==> config.mk <==
export PLATFORM = sky130hd
export DESIGN_NAME = unsigned_to_radix_digits
export DESIGN_NICKNAME = d
export VERILOG_FILES = /design/src/sv/utrd_pkg.sv /design/src/sv/utrd_ram.sv /design/src/sv/utrd_divider.sv /design/src/sv/unsigned_to_radix_digits.sv
export SDC_FILE = /design/constraint.sdc
export NUM_CORES = 1
export LEC_CHECK = 0
export BUFFER_PORTS_ARGS = -buffer_cell sky130_fd_sc_hd__buf_2
export CAP_MARGIN = 20
export CORE_ASPECT_RATIO = 0.9
export CORE_UTILIZATION = 50
export CTS_CLUSTER_DIAMETER = 50
export DETAILED_ROUTE_END_ITERATION = 7
export HOLD_SLACK_MARGIN = 0.06
export PLACE_DENSITY_LB_ADDON = 0.2
export SLEW_MARGIN = 40
export SYNTH_ARGS = -nofsm -noshare
export SYNTH_HDL_FRONTEND = slang
export SYNTH_HIERARCHICAL = 1
export SYNTH_SLANG_ARGS = --single-unit
==> constraint.sdc <==
create_clock -name i_clk -period 16.4 [get_ports i_clk]
set_input_delay 2.46 -clock i_clk [delete_from_list [all_inputs] [get_ports i_clk]]
set_output_delay 2.46 -clock i_clk [all_outputs]
set_load 0.02 [all_outputs]
==> src/sv/utrd_pkg.sv <==
// shared types, constants and symbol lookup for the radix digit converter
package utrd_pkg;

    localparam int MAX_SYMBOLS_DEF = 40;
    localparam int VALUE_WIDTH_DEF = 64;

    // bits of the dividend consumed per divider cycle
    localparam int STEP_BITS = 8;

    localparam int ADDR_W        = 6;
    localparam int DATA_W        = 64;
    localparam int IN_W          = 64;
    localparam int SYM_W         = 8;
    localparam int RADIX_W       = 6;
    localparam int NUM_SYM_REGS  = 5;
    localparam int NUM_SYM_BYTES = NUM_SYM_REGS * DATA_W / SYM_W;
    localparam int SYM_IDX_W     = 6;

    localparam logic [SYM_W-1:0]   ZERO_CHAR   = 8'h30;
    localparam logic [RADIX_W-1:0] RADIX_RESET = 6'd2;
    localparam logic [RADIX_W-1:0] RADIX_MIN   = 6'd2;

    typedef enum logic [2:0] {
        REG_RADIX     = 3'd0,
        REG_SYM_FIRST = 3'd1,
        REG_SYM_LAST  = 3'd5
    } t_reg_idx;

    typedef enum logic [2:0] {
        S_IDLE,
        S_ZERO,
        S_DIV,
        S_RD,
        S_OUT
    } t_state;

    // divider status toward the sequencer
    typedef struct packed {
        logic done;
        logic last;
    } t_div_stat;

    typedef logic [NUM_SYM_REGS*DATA_W-1:0] t_sym_flat;

    function automatic logic [SYM_W-1:0] sym_byte(input t_sym_flat flat,
                                                  input logic [SYM_IDX_W-1:0] idx);
        logic [NUM_SYM_REGS*DATA_W-1:0] sh;
        sh = flat >> {idx, 3'b000};
        if (idx >= SYM_IDX_W'(NUM_SYM_BYTES)) begin
            return '0;
        end
        return sh[SYM_W-1:0];
    endfunction

endpackage

==> src/sv/utrd_ram.sv <==
// generic single write port ram with registered read
module utrd_ram #(
    parameter int WIDTH = 8,
    parameter int DEPTH = 64
) (
    input  logic                     i_clk,
    input  logic                     i_we,
    input  logic [$clog2(DEPTH)-1:0] i_waddr,
    input  logic [WIDTH-1:0]         i_wdata,
    input  logic [$clog2(DEPTH)-1:0] i_raddr,
    output logic [WIDTH-1:0]         o_rdata
);

    logic [WIDTH-1:0] r_mem [DEPTH];
    logic [WIDTH-1:0] r_rdata;

    always_ff @(posedge i_clk) begin
        if (i_we) begin
            r_mem[i_waddr] <= i_wdata;
        end
        r_rdata <= r_mem[i_raddr];
    end

    assign o_rdata = r_rdata;

endmodule

==> src/sv/utrd_divider.sv <==
// iterative divider by a small radix, a few dividend bits per cycle
module utrd_divider #(
    parameter int QW = 64,
    parameter int DW = 6
) (
    input  logic                i_clk,
    input  logic                i_rst_n,
    input  logic                i_start,
    input  logic [QW-1:0]       i_value,
    input  logic [DW:0]         i_radix,
    output utrd_pkg::t_div_stat o_stat,
    output logic [DW-1:0]       o_digit
);
    import utrd_pkg::*;

    localparam int NSTEP = QW / STEP_BITS;
    localparam int SCW   = (NSTEP > 1) ? $clog2(NSTEP) : 1;

    logic            r_busy, n_busy;
    logic [SCW-1:0]  r_step, n_step;
    logic [QW-1:0]   r_q, n_q;
    logic [DW-1:0]   r_rem, n_rem;
    logic [STEP_BITS-1:0] qbits;
    logic [DW-1:0]   rem_c;
    logic [DW:0]     trial;
    logic            step_last;

    // restoring long division, msb first, remainder stays below the radix
    always_comb begin
        rem_c = r_rem;
        qbits = '0;
        trial = '0;
        for (int i = 0; i < STEP_BITS; i++) begin
            trial = {rem_c, r_q[QW-1-i]};
            if (trial >= i_radix) begin
                trial                  = trial - i_radix;
                qbits[STEP_BITS-1-i]   = 1'b1;
            end
            rem_c = trial[DW-1:0];
        end
    end

    assign step_last = (r_step == SCW'(NSTEP - 1));

    always_comb begin
        n_busy = r_busy;
        n_step = r_step;
        n_q    = r_q;
        n_rem  = r_rem;
        if (i_start) begin
            n_busy = 1'b1;
            n_step = '0;
            n_q    = i_value;
            n_rem  = '0;
        end else if (r_busy) begin
            n_q   = (r_q << STEP_BITS) | QW'(qbits);
            n_rem = rem_c;
            if (step_last) begin
                // next digit starts from the fresh quotient
                n_step = '0;
                n_rem  = '0;
                if (n_q == '0) begin
                    n_busy = 1'b0;
                end
            end else begin
                n_step = r_step + 1'b1;
            end
        end
    end

    always_ff @(posedge i_clk) begin
        if (!i_rst_n) begin
            r_busy <= 1'b0;
            r_step <= '0;
        end else begin
            r_busy <= n_busy;
            r_step <= n_step;
        end
        r_q   <= n_q;
        r_rem <= n_rem;
    end

    assign o_stat.done = r_busy && step_last;
    assign o_stat.last = (((r_q << STEP_BITS) | QW'(qbits)) == '0);
    assign o_digit     = rem_c;

endmodule

==> src/sv/unsigned_to_radix_digits.sv <==
// top level: unsigned value to radix digits, most significant first
// a nonzero value is divided one digit at a time, each digit stored in the digit stack ram,
// then the digits are read back through the read and output states, most significant first
// zero skips the divider and gives its single result; one value is converted at a time
// reset is synchronous, active low: clears the sequencer, output valid, radix to 2
// and the symbols to 0; the digit stack is not cleared
module unsigned_to_radix_digits #(
    parameter int MAX_SYMBOLS = utrd_pkg::MAX_SYMBOLS_DEF,
    parameter int VALUE_WIDTH = utrd_pkg::VALUE_WIDTH_DEF
) (
    input  logic                        i_clk,
    input  logic                        i_rst_n,
    input  logic                        i_valid,
    output logic                        o_ready,
    input  logic [utrd_pkg::IN_W-1:0]   i_value,
    output logic                        o_valid,
    input  logic                        i_ready,
    output logic [utrd_pkg::SYM_W-1:0]  o_symbol,
    output logic                        o_last_digit,
    input  logic                        psel,
    input  logic                        penable,
    input  logic                        pwrite,
    input  logic [utrd_pkg::ADDR_W-1:0] paddr,
    input  logic [utrd_pkg::DATA_W-1:0] pwdata,
    output logic [utrd_pkg::DATA_W-1:0] prdata,
    output logic                        pready
);
    import utrd_pkg::*;

    localparam int DW = $clog2(MAX_SYMBOLS);
    localparam int RW = DW + 1;
    localparam int QW = ((VALUE_WIDTH + STEP_BITS - 1) / STEP_BITS) * STEP_BITS;
    localparam int AW = $clog2(VALUE_WIDTH);
    localparam int CW = $clog2(VALUE_WIDTH + 1);

    t_state              r_state, n_state;
    logic [CW-1:0]       r_cnt, n_cnt;
    logic                r_o_valid, n_o_valid;
    logic [SYM_W-1:0]    r_o_symbol, n_o_symbol;
    logic                r_o_last, n_o_last;
    logic [RADIX_W-1:0]  r_radix;
    logic [DATA_W-1:0]   r_sym [NUM_SYM_REGS];

    logic [2:0]          reg_idx;
    logic [2:0]          sym_sel;
    logic                wr_en;
    logic [RADIX_W:0]    radix_clamp;
    logic [RW-1:0]       eff_radix;
    logic [QW-1:0]       in_val;
    logic                div_start;
    t_div_stat           div_stat;
    logic [DW-1:0]       div_digit;
    logic                st_we;
    logic [DW-1:0]       st_rdata;
    logic [CW-1:0]       rd_ptr;
    logic                slot_free;
    t_sym_flat           sym_flat;

    // configuration port
    assign reg_idx = paddr[5:3];
    assign sym_sel = reg_idx - REG_SYM_FIRST;
    assign wr_en   = psel && penable && pwrite && pready;
    assign pready  = 1'b1;

    always_ff @(posedge i_clk) begin
        if (!i_rst_n) begin
            r_radix <= RADIX_RESET;
            for (int i = 0; i < NUM_SYM_REGS; i++) begin
                r_sym[i] <= '0;
            end
        end else if (wr_en) begin
            if (reg_idx == REG_RADIX) begin
                r_radix <= pwdata[RADIX_W-1:0];
            end else if (reg_idx >= REG_SYM_FIRST && reg_idx <= REG_SYM_LAST) begin
                r_sym[sym_sel] <= pwdata;
            end
        end
    end

    always_comb begin
        prdata = '0;
        if (reg_idx == REG_RADIX) begin
            prdata = DATA_W'(r_radix);
        end else if (reg_idx >= REG_SYM_FIRST && reg_idx <= REG_SYM_LAST) begin
            prdata = r_sym[sym_sel];
        end
    end

    always_comb begin
        for (int i = 0; i < NUM_SYM_REGS; i++) begin
            sym_flat[i*DATA_W +: DATA_W] = r_sym[i];
        end
    end

    // radix below two acts as two, above the alphabet as the alphabet size
    always_comb begin
        radix_clamp = {1'b0, r_radix};
        if (r_radix < RADIX_MIN) begin
            radix_clamp = {1'b0, RADIX_MIN};
        end else if ({1'b0, r_radix} > (RADIX_W+1)'(MAX_SYMBOLS)) begin
            radix_clamp = (RADIX_W+1)'(MAX_SYMBOLS);
        end
    end
    assign eff_radix = radix_clamp[RW-1:0];

    assign in_val    = QW'(i_value[VALUE_WIDTH-1:0]);
    assign o_ready   = (r_state == S_IDLE);
    assign div_start = i_valid && o_ready && (in_val != '0);

    utrd_divider #(
        .QW (QW),
        .DW (DW)
    ) u_div (
        .i_clk   (i_clk),
        .i_rst_n (i_rst_n),
        .i_start (div_start),
        .i_value (in_val),
        .i_radix (eff_radix),
        .o_stat  (div_stat),
        .o_digit (div_digit)
    );

    // digit stack, least significant digit at the bottom
    assign st_we  = (r_state == S_DIV) && div_stat.done;
    assign rd_ptr = r_cnt - 1'b1;

    utrd_ram #(
        .WIDTH (DW),
        .DEPTH (VALUE_WIDTH)
    ) u_stack (
        .i_clk   (i_clk),
        .i_we    (st_we),
        .i_waddr (r_cnt[AW-1:0]),
        .i_wdata (div_digit),
        .i_raddr (rd_ptr[AW-1:0]),
        .o_rdata (st_rdata)
    );

    assign slot_free = !r_o_valid || i_ready;

    always_comb begin
        n_state    = r_state;
        n_cnt      = r_cnt;
        n_o_valid  = r_o_valid && !i_ready;
        n_o_symbol = r_o_symbol;
        n_o_last   = r_o_last;
        unique case (r_state)
            S_IDLE: begin
                if (i_valid) begin
                    n_cnt = '0;
                    if (in_val == '0) begin
                        n_state = S_ZERO;
                    end else begin
                        n_state = S_DIV;
                    end
                end
            end
            S_ZERO: begin
                if (slot_free) begin
                    n_o_valid  = 1'b1;
                    n_o_symbol = ZERO_CHAR;
                    n_o_last   = 1'b1;
                    n_state    = S_IDLE;
                end
            end
            S_DIV: begin
                if (div_stat.done) begin
                    n_cnt = r_cnt + 1'b1;
                    if (div_stat.last) begin
                        n_state = S_RD;
                    end
                end
            end
            S_RD: begin
                n_state = S_OUT;
            end
            S_OUT: begin
                if (slot_free) begin
                    n_o_valid  = 1'b1;
                    n_o_symbol = sym_byte(sym_flat, SYM_IDX_W'(st_rdata));
                    n_o_last   = (r_cnt == CW'(1));
                    n_cnt      = r_cnt - 1'b1;
                    if (r_cnt == CW'(1)) begin
                        n_state = S_IDLE;
                    end else begin
                        n_state = S_RD;
                    end
                end
            end
            default: begin
                n_state = S_IDLE;
            end
        endcase
    end

    always_ff @(posedge i_clk) begin
        if (!i_rst_n) begin
            r_state   <= S_IDLE;
            r_cnt     <= '0;
            r_o_valid <= 1'b0;
        end else begin
            r_state   <= n_state;
            r_cnt     <= n_cnt;
            r_o_valid <= n_o_valid;
        end
        r_o_symbol <= n_o_symbol;
        r_o_last   <= n_o_last;
    end

    assign o_valid      = r_o_valid;
    assign o_symbol     = r_o_symbol;
    assign o_last_digit = r_o_last;

endmodule

Word-level counts from Yosys, hierarchy flattened:

Memory sizes are Yosys's and may differ from the RTL's. A register that Yosys moved wholly into a read port is not among the register bits.
Index checks and enable logic that the tools add are counted.

* $add $sub $neg: 12
* $lt $le $gt $ge: 13
* equality and inequality tests: 11
* shifts and indexed selects: 1
* muxes and demuxes: 64
* bitwise operators: 2
* reductions and logical operators: 26

Operators with widths (count)
* 64-bit two-way mux: 5
* 320-bit by 9-bit right shift with 8-bit output: 1
* 64-bit logical NOT: 2
* 6-bit two-way mux: 11
* 64-bit by 8-bit OR with 64-bit output: 1
* 64-bit nonzero test: 1
* 64-bit OR reduction: 1
* 7-bit by 6-bit >= comparator with 1-bit output: 8
* 6-bit subtractor: 8
* 8-bit two-way mux: 4
* 1-bit two-way mux: 28
* 3-bit two-way mux: 7
* 7-bit two-way mux: 3
* 7-bit one-hot mux with 3 select lines: 1
* 8-bit one-hot mux with 2 select lines: 1
* 3-bit one-hot mux with 5 select lines: 1
* 2-bit inequality test, second input constant: 5
* 1-bit logical AND: 8
* 7-bit by 1-bit adder with 7-bit output, second input constant: 1
* 7-bit by 1-bit equality test with 1-bit output, second input constant: 1
* 7-bit by 1-bit subtractor with 7-bit output, second input constant: 1
* 3-bit by 2-bit equality test with 1-bit output, second input constant: 2
* 3-bit equality test, second input constant: 2
* 6-bit >= comparator, second input constant: 1
* other kinds (20): 25

* register bits after elaboration: 100
* RAM bits: 704
* input bits: 141
* output and inout bits: 76
* logic and storage cells: 141
* memories kept: 2

Memories
* u_stack.r_mem: depth 64, bits a word 6, read ports 1, clocked after Yosys merged registers in 1, wr ports 1, RTL line utrd_ram.sv:14 `logic [WIDTH-1:0] r_mem [DEPTH];`
* r_sym: depth 5, bits a word 64, read ports 6, clocked after Yosys merged registers in 0, wr ports 5, RTL line unsigned_to_radix_digits.sv:42 `logic [DATA_W-1:0] r_sym [NUM_SYM_REGS];`

Logic depth before layout (Yosys ltp):

* depth after elaboration: 25
* depth in mapped cells: 69

Cells and area by module:

The synthesis kept the hierarchy.

Modules (own cells, without submodules)
* unsigned_to_radix_digits: times used 1, cells an instance 1749, area each 24736.2 um^2
* utrd_ram: times used 1, cells an instance 720, area each 15225.9 um^2
* utrd_divider: times used 1, cells an instance 551, area each 5893.2 um^2

Worst setup path after synthesis:

Ideal clock, no wire load.

* kind: reg-to-reg
* start: register r_radix[3]
* end: memory u_stack/r_mem[0][4] (netlist name) (data pin)
* setup time: 0.549 ns
* data arrival time: 14.676 ns
* data required time: 15.851 ns
* slack: 1.174 ns
* stages on the path, launching flop included: 57
* cells stage by stage: dfxtp_1 > nor3_1 > nor2_1 > o21ai_0 > inv_1 > ha_1 > nor2b_1 > o31a_1 > o221ai_2 > a21oi_2 > mux2_2 > ha_1 > a21oi_1 > o21ai_0 > a21o_1 > mux2i_1 > ha_1 > a211o_1 > [21 not listed] > a21oi_2 > mux2_2 > inv_1 > ha_1 > nor2b_1 > o31a_1 > o21ai_1 > a21boi_1 > o22ai_1 > buf_2 > mux2i_1 > ha_1 > nor2b_1 > o31ai_1 > a21oi_1 > o41ai_1 > o211ai_1 > o211ai_1

* longest elaborated chain between the ends: 19

Ends and longest elaborated chain
* start, declared: RTL line unsigned_to_radix_digits.sv:41 `logic [RADIX_W-1:0] r_radix;`
* start signal, assigned: RTL line unsigned_to_radix_digits.sv:73 `r_radix <= pwdata[RADIX_W-1:0];`
* 6-bit greater-than comparator: RTL line unsigned_to_radix_digits.sv:100 `end else if ({1'b0, r_radix} > (RADIX_W+1)'(MAX_SYMBOLS)) begin`
* 6-bit two-way mux: RTL line unsigned_to_radix_digits.sv:100
* 6-bit two-way mux *: RTL line unsigned_to_radix_digits.sv:98 `if (r_radix < RADIX_MIN) begin`
* net eff_radix[1]: RTL line unsigned_to_radix_digits.sv:48 `logic [RW-1:0] eff_radix;`
* 6-bit subtractor or 7-bit by 6-bit >= comparator with 1-bit output (tied branches): RTL line utrd_divider.sv:36, utrd_divider.sv:35
* 6-bit two-way mux: RTL line utrd_divider.sv:35 `if (trial >= i_radix) begin`
* 6-bit subtractor or 7-bit by 6-bit >= comparator with 1-bit output (tied branches): RTL line utrd_divider.sv:36, utrd_divider.sv:35
* 6-bit two-way mux: RTL line utrd_divider.sv:35
* [5 not listed]
* 6-bit two-way mux: RTL line utrd_divider.sv:35
* 7-bit by 6-bit >= comparator with 1-bit output or 6-bit subtractor (tied branches): RTL line utrd_divider.sv:35, utrd_divider.sv:36
* 6-bit two-way mux: RTL line utrd_divider.sv:35
* 6-bit subtractor or 7-bit by 6-bit >= comparator with 1-bit output (tied branches): RTL line utrd_divider.sv:36, utrd_divider.sv:35
* 6-bit two-way mux: RTL line utrd_divider.sv:35
* 6-bit subtractor or 7-bit by 6-bit >= comparator with 1-bit output (tied branches): RTL line utrd_divider.sv:36, utrd_divider.sv:35
* 6-bit two-way mux *: RTL line utrd_divider.sv:35
* net div_digit[4]: RTL line unsigned_to_radix_digits.sv:52 `logic [DW-1:0] div_digit;`
* end, declared: RTL line utrd_ram.sv:14

Mark *: on every way through the listed nets, which the timed path passes. The rest lies on a longest branch.

Worst setup path after layout:

* start: register r_radix[5]
* end: memory u_stack/r_mem[56][0] (netlist name) (data pin)

* longest elaborated chain between the ends: 19

Ends and longest elaborated chain (RTL line)
* 6-bit greater-than comparator: unsigned_to_radix_digits.sv:100
* 6-bit two-way mux: unsigned_to_radix_digits.sv:100
* 6-bit two-way mux *: unsigned_to_radix_digits.sv:98
* net eff_radix[2]: unsigned_to_radix_digits.sv:48
* 6-bit subtractor or 7-bit by 6-bit >= comparator with 1-bit output (tied branches): utrd_divider.sv:36, utrd_divider.sv:35
* 6-bit two-way mux: utrd_divider.sv:35
* 6-bit subtractor or 7-bit by 6-bit >= comparator with 1-bit output (tied branches): utrd_divider.sv:36, utrd_divider.sv:35
* 6-bit two-way mux: utrd_divider.sv:35
* [5 not listed]
* 6-bit two-way mux: utrd_divider.sv:35
* 6-bit subtractor or 7-bit by 6-bit >= comparator with 1-bit output (tied branches): utrd_divider.sv:36, utrd_divider.sv:35
* 6-bit two-way mux: utrd_divider.sv:35
* 6-bit subtractor or 7-bit by 6-bit >= comparator with 1-bit output (tied branches): utrd_divider.sv:36, utrd_divider.sv:35
* 6-bit two-way mux: utrd_divider.sv:35
* 7-bit by 6-bit >= comparator with 1-bit output *: utrd_divider.sv:35
* 6-bit two-way mux *: utrd_divider.sv:35
* net div_digit[0]: unsigned_to_radix_digits.sv:52

Marked as above.

==> results.sh <==
export IMPL_critPathMaxFanout=40
export IMPL_drv_cap=0
export IMPL_ys_flop_type="edfxtp_1"
export IMPL_htreeDepth=3
export IMPL_tightest_slew_ns=0.913
export IMPL_start_util=0.509
export IMPL_wl_per_cell_um=28.0
export IMPL_hold_violations=0
export IMPL_grt_pass1_vias=29300
export IMPL_vias=28800
export IMPL_core_area_um2=90200
export IMPL_numCtsBuffers=108
export IMPL_grt_pass1_wl_mm=187
export IMPL_grt_usage=0.273
export IMPL_min_delay_start="u_div/r_step[1]"
export IMPL_clock_root_buffer="clkbuf_16"
export IMPL_start_kind="register"
export IMPL_max_stage_delay_ns=0.71
export IMPL_drive_gt1_frac=0.231
export IMPL_ant_nets=0
export IMPL_status="finished, final reports clean"
export IMPL_row_count=104
export IMPL_setup_viol=0
export IMPL_post_route_min_period_ns=15.38
export IMPL_synth_top_area_share=0.635
export IMPL_cts_buffer_depth=3
export IMPL_dpl_cell_area_um2=48200
export IMPL_grt_overflow_total=0
export IMPL_yosysTopAreaCell="edfxtp_1"
export IMPL_slew_headroom=0.390
export IMPL_ctsHoldBuffers=0
export IMPL_cp_data_arrival_time_ns=15.89
export IMPL_numClockSinks=1002
export IMPL_io_pins=217
export IMPL_r2r_setup_slack_ns=1.02
export IMPL_hp_class="register to register"
export IMPL_fin_util=0.576
export IMPL_synthTopCellsByArea="edfxtp_1 63%, mux4_2 8.3%, and2_1 4.5%, o22ai_1 3.6%, mux2_2 2.3%"
export IMPL_fin_skew_ns=0.0436
export IMPL_rr_worst_depth=55
export IMPL_drv_slew=0
export IMPL_gp_congestion=0.915
export IMPL_yosysUniqueCellTypes=88
export IMPL_cp_slowest_cell="a21oi_4"
export IMPL_cts_tree="yes"
export IMPL_via_per_inst=6.34
export IMPL_dr_pass1_iters=6
export IMPL_io_buffer_count=212
export IMPL_die_w_um=321
export IMPL_drt_total_wl_mm=127
export IMPL_grt_antenna_before_repair=23
export IMPL_required_ns=16.90
export IMPL_rsz0062_at_grt="no"
export IMPL_grt_max_degree=66
export IMPL_synth_area_um2=45900
export IMPL_post_route_period_util=0.938
export IMPL_nNetsFinal=3436
export IMPL_min_path_cells=2
export IMPL_holdPathEnd="u_div/r_step[1]"
export IMPL_cp_end_kind="register"
export IMPL_synth_ff_latch_count=1002
export IMPL_die_y_um=289
export IMPL_fin_setup_tns_ns=0
export IMPL_worst_setup_path_type="register to register"
export IMPL_clk_latency_ns=0.70
export IMPL_worstReg2RegEnd="u_stack/r_mem[56][0]"
export IMPL_seq_area_frac_synth=0.649
export IMPL_synth_edff_count=969
export IMPL_fin_area_um2=51900
export IMPL_drtIter0Drc=3334
export IMPL_syn_nets=3233
export IMPL_hold_ws_ns=0.514
export IMPL_syn2layout_area_growth_pct=13.2
export IMPL_syn_instance_count=3020
export IMPL_async_reset_ff_frac=0
export IMPL_cp_common_cell="ha_1"
export IMPL_r2r_start="r_radix[5]"
export IMPL_drc=0
export IMPL_post_dp_hpwl_mm=80.3
export IMPL_postSynthAreaPerCell_um2=15.2
export IMPL_clk_pin_slew_ns=0.06
export IMPL_fp_dieArea_um2=92900
export IMPL_yosysWarnings=6
export IMPL_max_freq_mhz=65.0
==> cells by family after synthesis <==
family	after synthesis	synth area share
AND/OR/NAND/NOR	858	0.105
buffers and inverters	221	0.0237
flip-flops	1002	0.649
adder cells (fa/ha/maj)	72	0.0210
AO/OA/AOI/OAI	522	0.0760
other	2	0.000164
XOR/XNOR	31	0.00625
multiplexers	312	0.119
==> cell usage after synthesis, types with 32 or more instances <==
cell type and n:
clkbuf_1 89, nor3_1 84, nor2b_1 33, nor4_1 34, nand3_1 32, a21oi_1 51, nor2_1 141, mux2_2 92
o22ai_1 267, inv_1 38, nand2_1 67, o21ai_0 36, ha_1 64, nor3b_1 63, mux4_2 168, and2_1 329
edfxtp_1 969, dfxtp_1 33, mux2i_1 44, buf_2 59
==> metrics by stage <==
| step | setup WS, ns | std cells |
|---|---|---|
| after floorplan | 1.17 | 3020 |
| after global placement | 1.27 | 4326 |
| after detailed placement | 0.740 | 4329 |
| after CTS | 0.667 | 4529 |
| after global routing | 0.0817 | 4539 |
| final | 1.02 | 4540 |
==> worst max-delay path by stage <==
| stage | slack [ns] | end | start | cells past startpoint |
|---|---|---|---|---|
| 5_1_grt | 0.08 | u_stack/r_mem[45][0] | r_radix[2] | 56 |
| 4_1_cts | 0.67 | u_stack/r_mem[28][4] | r_radix[2] | 57 |
| 3_3_place_gp | 1.27 | u_stack/r_mem[44][4] | r_radix[2] | 57 |
| 3_5_place_dp | 0.74 | u_stack/r_mem[47][4] | r_radix[2] | 57 |
| 2_1_floorplan | 1.17 | u_stack/r_mem[0][4] | r_radix[3] | 56 |
| 6_report | 1.02 | u_stack/r_mem[56][0] | r_radix[5] | 55 |
==> routing by layer <==
layer / vias up / global-route usage / share of wire
li1: 12400 / - / -
met1: 14700 / 0.365 / 0.40
met2: 1353 / 0.424 / 0.46
met3: 318 / 0.0707 / 0.091
met4: 26 / 0.123 / 0.044
met5: - / 0 / 0.0013
==> layout by cell type (no fill, tap or decap), types with 32 or more instances in the layout <==
cell type  count
edfxtp_1     969
and2_1       328
o22ai_1      267
buf_2        212
mux4_2       168
nor2_1       133
clkbuf_16    110
mux2_2        91
nor3_1        82
ha_1          64
nand2_1       61
nor3b_1       57
a21oi_1       50
buf_4         47
mux2i_1       43
inv_1         36
nor4_1        34
nor2b_1       33
nand3_1       32
==> registers in the layout, indices dropped and copies added, names as in the netlist <==
register         count
r_sym              512
u_stack/r_mem      384
u_div/r_q           64
o_symbol             8
r_cnt                7
r_radix              6
u_div/r_rem          6
u_stack/o_rdata      6
r_state              3
u_div/r_step         3
o_last_digit         1
o_valid              1
u_div/r_busy         1
==> area by class of cell <==
type,instances,area (um2)
Antenna cell,8,20.0
Clock buffer,128,2820
Clock inverter,72,746
Fill cell,6915,38300
Inverter,40,159
Multi-Input combinational cell,1797,15300
Sequential cell,1002,29800
Tap cell,1219,1530
Timing Repair Buffer,274,1630
==> worst max-delay path, delay by kind of cell (launching register included) <==
| family | cells | cell delay (ns) |
|---|---|---|
| adder cells (fa/ha/maj) | 8 | 2.58 |
| flip-flops | 1 | 0.50 |
| AO/OA/AOI/OAI | 28 | 7.02 |
| AND/OR/NAND/NOR | 8 | 1.55 |
| multiplexers | 6 | 2.31 |
| buffers and inverters | 5 | 1.17 |
==> what timing repair did <==
action | in CTS | in global routing
resized for setup | 0 | 4
buffers inserted | 0 | 1
hold endpoints to repair | 0 | 0
setup endpoints to repair | 0 | 389
Power is left out: the tool's default activity adds up to more than one toggle a clock period on the data nets, which glitch-free logic cannot reach.
